## config.mk

```make
export PLATFORM = sky130hd
export DESIGN_NAME = pcx_rle_encoder_top
export DESIGN_NICKNAME = d
export VERILOG_FILES = /design/src/rtl/pcx_pkg.sv /design/src/rtl/pcx_front.sv /design/src/rtl/pcx_queue.sv /design/src/rtl/pcx_back.sv /design/src/rtl/pcx_rle_encoder_top.sv
export SDC_FILE = /design/constraint.sdc
export NUM_CORES = 1
export LEC_CHECK = 0
export BUFFER_PORTS_ARGS = -buffer_cell sky130_fd_sc_hd__clkbuf_2
export CORE_ASPECT_RATIO = 1.25
export CORE_MARGIN = 1
export CORE_UTILIZATION = 60
export DETAILED_ROUTE_END_ITERATION = 7
export MAX_ROUTING_LAYER = met4
export PLACE_DENSITY_LB_ADDON = 0.08
export SYNTH_ARGS = -nofsm -noshare
export SYNTH_HDL_FRONTEND = slang
export SYNTH_SLANG_ARGS = --single-unit
export TNS_END_PERCENT = 10
```

## constraint.sdc

```tcl
create_clock -name clk -period 5.5 [get_ports clk]
set_clock_uncertainty 0.2 [all_clocks]
set_input_delay 0.55 -clock clk [delete_from_list [all_inputs] [get_ports clk]]
set_output_delay 0.55 -clock clk [all_outputs]
set_load 0.01 [all_outputs]
```

## src/rtl/pcx_pkg.sv

```systemverilog
package pcx_pkg;

    // Field widths and fixed codes of the PCX run-length format
    localparam int PIXEL_W = 8;
    localparam int RUN_W   = 6;

    localparam logic [RUN_W-1:0]   RUN_LIMIT  = 6'd63;
    localparam logic [PIXEL_W-1:0] COUNT_BASE = 8'd192;

    // Default depth of the run command queue
    localparam int QUEUE_DEPTH_DEF = 4;

    // One input item
    typedef struct packed {
        logic [PIXEL_W-1:0] pixel;
        logic               final_pixel;
    } pix_item_t;

    // One result item
    typedef struct packed {
        logic [PIXEL_W-1:0] code_byte;
        logic               group_end;
        logic               image_end;
    } code_item_t;

    // One finished run, as handed from the run tracker to the byte packer
    typedef struct packed {
        logic [PIXEL_W-1:0] value;
        logic [RUN_W-1:0]   length;
        logic               group_end;
        logic               image_end;
    } run_cmd_t;

    // Up to two runs pushed in one cycle; cmd_a is always used first
    typedef struct packed {
        logic     first;
        logic     second;
        run_cmd_t cmd_a;
        run_cmd_t cmd_b;
    } q_push_t;

    // Head of the queue as seen by the byte packer
    typedef struct packed {
        logic     valid;
        run_cmd_t cmd;
    } q_head_t;

endpackage

```

## src/rtl/pcx_front.sv

```systemverilog
module pcx_front
    import pcx_pkg::*;
(
    input  logic                clk,
    input  logic                rst_n,
    input  logic                pix_valid,
    output logic                pix_stall,
    input  pix_item_t           pix_data,
    input  logic                cfg_write,
    input  logic [RUN_W-1:0]    cfg_data,
    input  logic                q_room2,
    output q_push_t             push
);

    logic [PIXEL_W-1:0] run_val_reg;
    logic [PIXEL_W-1:0] run_val_next;
    logic [RUN_W-1:0]   run_len_reg;
    logic [RUN_W-1:0]   run_len_next;
    logic [RUN_W-1:0]   max_run_reg;
    logic [RUN_W-1:0]   limit;
    logic [RUN_W-1:0]   new_len;
    logic               accept;
    logic               brk;
    logic               ext;
    run_cmd_t           cmd_brk;
    run_cmd_t           cmd_flush;

    // Hold off new pixels unless the queue can take a break and a flush
    assign pix_stall = !q_room2;
    assign accept    = pix_valid && !pix_stall;

    // Classify the pixel against the pending run
    always_comb
    begin
        limit   = (max_run_reg == '0) ? RUN_W'(1) : max_run_reg;
        brk     = (run_len_reg != '0) &&
                  !((pix_data.pixel == run_val_reg) && (run_len_reg < limit));
        ext     = (run_len_reg != '0) && !brk;
        new_len = ext ? (run_len_reg + RUN_W'(1)) : RUN_W'(1);

        cmd_brk.value       = run_val_reg;
        cmd_brk.length      = run_len_reg;
        cmd_brk.group_end   = !pix_data.final_pixel;
        cmd_brk.image_end   = 1'b0;

        cmd_flush.value     = pix_data.pixel;
        cmd_flush.length    = new_len;
        cmd_flush.group_end = 1'b1;
        cmd_flush.image_end = 1'b1;

        push.first  = accept && (brk || pix_data.final_pixel);
        push.second = accept && brk && pix_data.final_pixel;
        push.cmd_a  = brk ? cmd_brk : cmd_flush;
        push.cmd_b  = cmd_flush;

        run_val_next = run_val_reg;
        run_len_next = run_len_reg;
        if (accept)
        begin
            if (pix_data.final_pixel)
            begin
                run_val_next = '0;
                run_len_next = '0;
            end
            else
            begin
                run_val_next = pix_data.pixel;
                run_len_next = new_len;
            end
        end
    end

    // Run state and the maximum run register
    always_ff @(posedge clk or negedge rst_n)
    begin
        if (!rst_n)
        begin
            run_val_reg <= '0;
            run_len_reg <= '0;
            max_run_reg <= RUN_LIMIT;
        end
        else
        begin
            run_val_reg <= run_val_next;
            run_len_reg <= run_len_next;
            if (cfg_write)
            begin
                max_run_reg <= cfg_data;
            end
        end
    end

endmodule

```

## src/rtl/pcx_queue.sv

```systemverilog
module pcx_queue
    import pcx_pkg::*;
#(
    parameter int DEPTH = QUEUE_DEPTH_DEF
)
(
    input  logic    clk,
    input  logic    rst_n,
    input  q_push_t push,
    input  logic    pop,
    output q_head_t head,
    output logic    room2
);

    localparam int PTR_W = (DEPTH > 1) ? $clog2(DEPTH) : 1;
    localparam int CNT_W = $clog2(DEPTH + 1);
    localparam logic [PTR_W-1:0] LAST_PTR = PTR_W'(DEPTH - 1);
    localparam logic [CNT_W-1:0] ROOM_MAX = CNT_W'(DEPTH - 2);

    run_cmd_t          slot_reg [DEPTH];
    logic [PTR_W-1:0]  wr_ptr_reg;
    logic [PTR_W-1:0]  wr_ptr_next;
    logic [PTR_W-1:0]  wr_ptr_b;
    logic [PTR_W-1:0]  rd_ptr_reg;
    logic [PTR_W-1:0]  rd_ptr_next;
    logic [CNT_W-1:0]  count_reg;
    logic [CNT_W-1:0]  count_next;
    logic              do_pop;

    function automatic logic [PTR_W-1:0] ptr_inc(input logic [PTR_W-1:0] p);
        ptr_inc = (p == LAST_PTR) ? '0 : (p + PTR_W'(1));
    endfunction

    assign do_pop     = pop && (count_reg != '0);
    assign head.valid = (count_reg != '0);
    assign head.cmd   = slot_reg[rd_ptr_reg];
    assign room2      = (count_reg <= ROOM_MAX);

    // Advance pointers and occupancy
    always_comb
    begin
        wr_ptr_b    = ptr_inc(wr_ptr_reg);
        wr_ptr_next = wr_ptr_reg;
        if (push.first && push.second)
        begin
            wr_ptr_next = ptr_inc(wr_ptr_b);
        end
        else if (push.first)
        begin
            wr_ptr_next = wr_ptr_b;
        end
        rd_ptr_next = do_pop ? ptr_inc(rd_ptr_reg) : rd_ptr_reg;
        count_next  = count_reg + CNT_W'(push.first) + CNT_W'(push.second)
                      - CNT_W'(do_pop);
    end

    always_ff @(posedge clk or negedge rst_n)
    begin
        if (!rst_n)
        begin
            wr_ptr_reg <= '0;
            rd_ptr_reg <= '0;
            count_reg  <= '0;
        end
        else
        begin
            wr_ptr_reg <= wr_ptr_next;
            rd_ptr_reg <= rd_ptr_next;
            count_reg  <= count_next;
        end
    end

    // Store pushed runs
    always_ff @(posedge clk)
    begin
        if (push.first)
        begin
            slot_reg[wr_ptr_reg] <= push.cmd_a;
        end
        if (push.first && push.second)
        begin
            slot_reg[wr_ptr_b] <= push.cmd_b;
        end
    end

endmodule

```

## src/rtl/pcx_back.sv

```systemverilog
module pcx_back
    import pcx_pkg::*;
(
    input  logic       clk,
    input  logic       rst_n,
    input  q_head_t    head,
    output logic       pop,
    output logic       code_valid,
    input  logic       code_stall,
    output code_item_t code_data
);

    logic       out_valid_reg;
    logic       out_valid_next;
    code_item_t out_data_reg;
    code_item_t out_data_next;
    logic       phase_reg;
    logic       phase_next;
    logic       load;
    logic       literal;

    assign code_valid = out_valid_reg;
    assign code_data  = out_data_reg;

    // Refill the output register when empty or when its byte transfers
    assign load    = !out_valid_reg || !code_stall;
    assign literal = (head.cmd.length == RUN_W'(1)) && (head.cmd.value < COUNT_BASE);

    // Turn the head run into a literal, or a count byte then a value byte
    always_comb
    begin
        out_valid_next = out_valid_reg;
        out_data_next  = out_data_reg;
        phase_next     = phase_reg;
        pop            = 1'b0;
        if (load)
        begin
            out_valid_next = head.valid;
            if (head.valid)
            begin
                if (literal || phase_reg)
                begin
                    out_data_next.code_byte = head.cmd.value;
                    out_data_next.group_end = head.cmd.group_end;
                    out_data_next.image_end = head.cmd.image_end;
                    phase_next              = 1'b0;
                    pop                     = 1'b1;
                end
                else
                begin
                    out_data_next.code_byte = COUNT_BASE + {2'b00, head.cmd.length};
                    out_data_next.group_end = 1'b0;
                    out_data_next.image_end = 1'b0;
                    phase_next              = 1'b1;
                end
            end
        end
    end

    always_ff @(posedge clk or negedge rst_n)
    begin
        if (!rst_n)
        begin
            out_valid_reg <= 1'b0;
            phase_reg     <= 1'b0;
        end
        else
        begin
            out_valid_reg <= out_valid_next;
            phase_reg     <= phase_next;
        end
    end

    always_ff @(posedge clk)
    begin
        out_data_reg <= out_data_next;
    end

endmodule

```

## src/rtl/pcx_rle_encoder_top.sv

```systemverilog
// Channel   Handshake          Payload           Transfer when
// pix       pix_valid/stall    pix_item_t        pix_valid && !pix_stall
// code      code_valid/stall   code_item_t       code_valid && !code_stall
// cfg       cfg_valid/ready    max_run, 6 bits   cfg_valid && cfg_ready
//
// A pixel is taken every cycle while the run queue has room for two runs.
// Output is one byte per cycle while code_stall is low: a literal is one byte, any other
// run two (count byte, then value byte), so the byte packer sets the sustained rate.
// The pixel transfer closing a run queues it; the output register loads it from the head.
// Reset clears the run state, the queue and the output valid flag; max_run = 63.
// An output stall holds the byte; the queue then fills and stalls pixel input.
module pcx_rle_encoder_top
    import pcx_pkg::*;
#(
    parameter int QUEUE_DEPTH = QUEUE_DEPTH_DEF
)
(
    input  logic             clk,
    input  logic             rst_n,
    input  logic             pix_valid,
    output logic             pix_stall,
    input  pix_item_t        pix_data,
    output logic             code_valid,
    input  logic             code_stall,
    output code_item_t       code_data,
    input  logic             cfg_valid,
    output logic             cfg_ready,
    input  logic [RUN_W-1:0] cfg_data
);

    q_push_t push;
    q_head_t head;
    logic    room2;
    logic    pop;

    assign cfg_ready = 1'b1;

    pcx_front u_front (
        .clk       (clk),
        .rst_n     (rst_n),
        .pix_valid (pix_valid),
        .pix_stall (pix_stall),
        .pix_data  (pix_data),
        .cfg_write (cfg_valid && cfg_ready),
        .cfg_data  (cfg_data),
        .q_room2   (room2),
        .push      (push)
    );

    pcx_queue #(
        .DEPTH (QUEUE_DEPTH)
    ) u_queue (
        .clk   (clk),
        .rst_n (rst_n),
        .push  (push),
        .pop   (pop),
        .head  (head),
        .room2 (room2)
    );

    pcx_back u_back (
        .clk        (clk),
        .rst_n      (rst_n),
        .head       (head),
        .pop        (pop),
        .code_valid (code_valid),
        .code_stall (code_stall),
        .code_data  (code_data)
    );

endmodule

```

==> flow_summary.json <==
{
  "status": "completed",
  "reg2reg_to": "u_queue.count_reg[1]",
  "port_buffers": 31,
  "worstSetupEndpoint": "u_queue.count_reg[1]",
  "avgRoutedWirePerCell_um": 22.4,
  "drc": 0,
  "grt_first_pass_wirelength_mm": 20.8,
  "wirelength_mm": 13.7,
  "netlist_area_um2": 5550,
  "grt.busiest_layer": "met2",
  "cp_slowest_cell": "dfrtp_1",
  "synth_nets": 505,
  "setup_slack_ns": 1.65,
  "crit_arrival_ns": 3.91,
  "worst_setup_path_start_kind": "flop",
  "setup_tns_ns": 0,
  "max_slew_margin_pct": 29.7,
  "use_met1_pct": 40.9,
  "fin_crit_ns": 3.85,
  "holdCritPathClass": "in -> async",
  "gp_congestion": 1.01,
  "path_buf_inv": 1,
  "ys.flop_type": "edfxtp_1",
  "ir_drop_v": 0.000225,
  "reg2reg_depth": 8,
  "firstDrtPassIters": 5,
  "ys_warn_count": 0,
  "syn_inst": 467,
  "pre_cts_slack_ns": 1.66,
  "numCtsBuffers": 9,
  "cp-startpoint": "u_queue.rd_ptr_reg[1]",
  "p_leak_nw": 2.23,
  "synth-seq-cells": 103,
  "worstReg2RegStart": "u_queue.rd_ptr_reg[1]",
  "cts_tree": "yes",
  "worst_pin_slew_ns": 1.05,
  "diodes": 0,
  "powerDensity_nw_per_um2": 464,
  "grt.total_usage_pct": 31.1,
  "placed_area_um2": 5770,
  "hold_buffers": 0,
  "power_mw": 2.78,
  "antenna_found_initial": 0,
  "drtIter0Drc": 379,
  "cts_root_buffer": "clkbuf_8",
  "drv_slew": 0,
  "hpwl_mm": 9.85,
  "htreeDepth": 3,
  "ff2ff_setup_slack_ns": 1.65,
  "start_util_pct": 62.8,
  "avgSynthCellArea_um2": 11.9,
  "ant_nets": 0,
  "ys_types": 68,
  "rows": 38,
  "path_clk_slew_ns": 0.09,
  "pin_count": 33,
  "ctsResizeCount": 0,
  "rsz0062_at_grt": "no",
  "grt_max_degree": 30,
  "layout.nets": 524,
  "drv_cap": 0,
  "use_met3_pct": 3.30,
  "viasPerCell": 6.55,
  "area_delta_synth_final_pct": 7.79,
  "gr-total-overflow": 0,
  "whs_ns": 0.0278,
  "finalNonFillerCells": 611,
  "cpMostUsedCell": "fa_1",
  "max_freq_mhz": 260,
  "synthArstFlopShare_pct": 28.2,
  "stdcell_area_um2": 5990,
  "largest_register_ff_count": 64,
  "vias": 3999,
  "cp_max_fo": 18,
  "grt_pass1_vias": 3794,
  "finish.utilization_pct": 67.7,
  "cts_setup_buffers": 0,
  "worstPathCellList": "mux4_2, nor4b_1, a21oi_1, nor2b_1, ha_1, fa_1, inv_1, fa_1",
  "required_ns": 5.55,
  "hold_viol_final": 0,
  "place_inst": 595,
  "seq_area_frac_synth_pct": 51.8,
  "gr-usage-met2_pct": 49.7,
  "slowest_delay_ns": 0.84,
  "core_area_um2": 8840,
  "setup_viol": 0,
  "insertion_delay_ns": 0.38,
  "finalCritPeriodShare_pct": 70.1,
  "crit_type": "reg -> reg",
  "die_height_um": 110,
  "path_delay_family": "adder cells",
  "ctsLongestPathBuffers": 2,
  "crit_path_end_kind": "flop",
  "drive_gt1_share_pct": 20.6,
  "path_depth": 8,
  "synth-edff-count": 66,
  "clock_sinks": 103,
  "die_x_um": 88.1,
  "die_area_um2": 9650
}
## worst min path at each step
stage,from,cells past startpoint,endpoint,slack (ns)
2_1_floorplan,rst_n,0,u_back.code_valid,0.05
3_3_place_gp,u_queue.slot_reg[0][0],1,u_queue.slot_reg[0][0],0.24
3_5_place_dp,u_queue.slot_reg[0][0],1,u_queue.slot_reg[0][0],0.26
4_1_cts,rst_n,1,u_queue.rd_ptr_reg[1],0.05
5_1_grt,rst_n,1,u_queue.count_reg[1],0.1
6_report,rst_n,1,u_queue.count_reg[0],0.03
## report_power, final
| part | switching (mW) | internal, mW | leakage (nW) |
|---|---|---|---|
| sequential | 0.183 | 1.05 | 1.05 |
| combinational | 0.567 | 0.460 | 1.07 |
| clock | 0.263 | 0.253 | 0.105 |
## per-layer routing
layer | part of all wire (%) | vias to the layer above
met5 | 0 | -
met2 | 50 | 183
met3 | 5.5 | 27
li1 | - | 1835
met4 | 2.4 | 0
met1 | 42 | 1954
## cell families (layout without fill, tap and decap cells)
family | count (synthesis) | after routing | synth area share, %
xor+xnor | 9 | 9 | 1.42
compound gates | 151 | 151 | 19.6
other cells | 1 | 1 | 0.0675
mux | 30 | 30 | 9.46
buf+inv | 49 | 73 | 3.69
flops | 103 | 103 | 51.8
simple gates | 106 | 106 | 9.69
fa+ha+maj | 18 | 18 | 4.33
## cell usage after synthesis, drive strengths merged (3+ instances only)
cell	instances	area share (%)
mux2	11	2.2
a211oi	7	1.0
dfstp	6	2.8
nor2b	8	0.90
nand2b	3	0.34
nand3	11	0.99
nand4	3	0.34
and3	7	0.79
nor2	11	0.79
a21boi	3	0.41
nand2	42	2.8
a22o	35	5.5
mux2i	3	0.74
dfrtp	23	10
o21ai	39	3.8
buf	14	1.3
inv	21	1.4
a21oi	31	3.0
nor3	7	0.72
or4	3	0.41
dfxtp	8	2.9
edfxtp	66	36
clkbuf	14	0.95
ha	16	3.6
xnor2	9	1.4
nor4	4	0.68
a21o	3	0.41
mux4	16	6.5
o31ai	8	1.3
## layout make-up
type                    count  area, um^2
inverters                  21        78.8
well taps                 120         150
clock inverters             3        46.3
multi-input cells         315        2470
clock buffers              13         170
repair buffers             36         193
fillers                   684        2860
flip-flops and latches    103        2880
## worst reg2reg max path, stage by stage, from the launching register on
cell     delay, ns
dfrtp_1       0.84
mux4_2        0.43
nor4b_1       0.17
a21oi_1       0.69
nor2b_1       0.20
ha_1          0.36
fa_1          0.36
inv_1         0.08
fa_1          0.41
## cells in the final DEF, fill, tap and decap left out, drive strengths merged, types with 8 or more instances in the layout
master	count
a21oi	31
a22o	35
clkbuf	44
dfrtp	23
dfxtp	8
edfxtp	66
ha	16
inv	22
mux2	11
mux4	16
nand2	42
nand3	11
nor2	11
nor2b	8
o21ai	39
o31ai	8
xnor2	9
(Power assumes the default switching activity.)
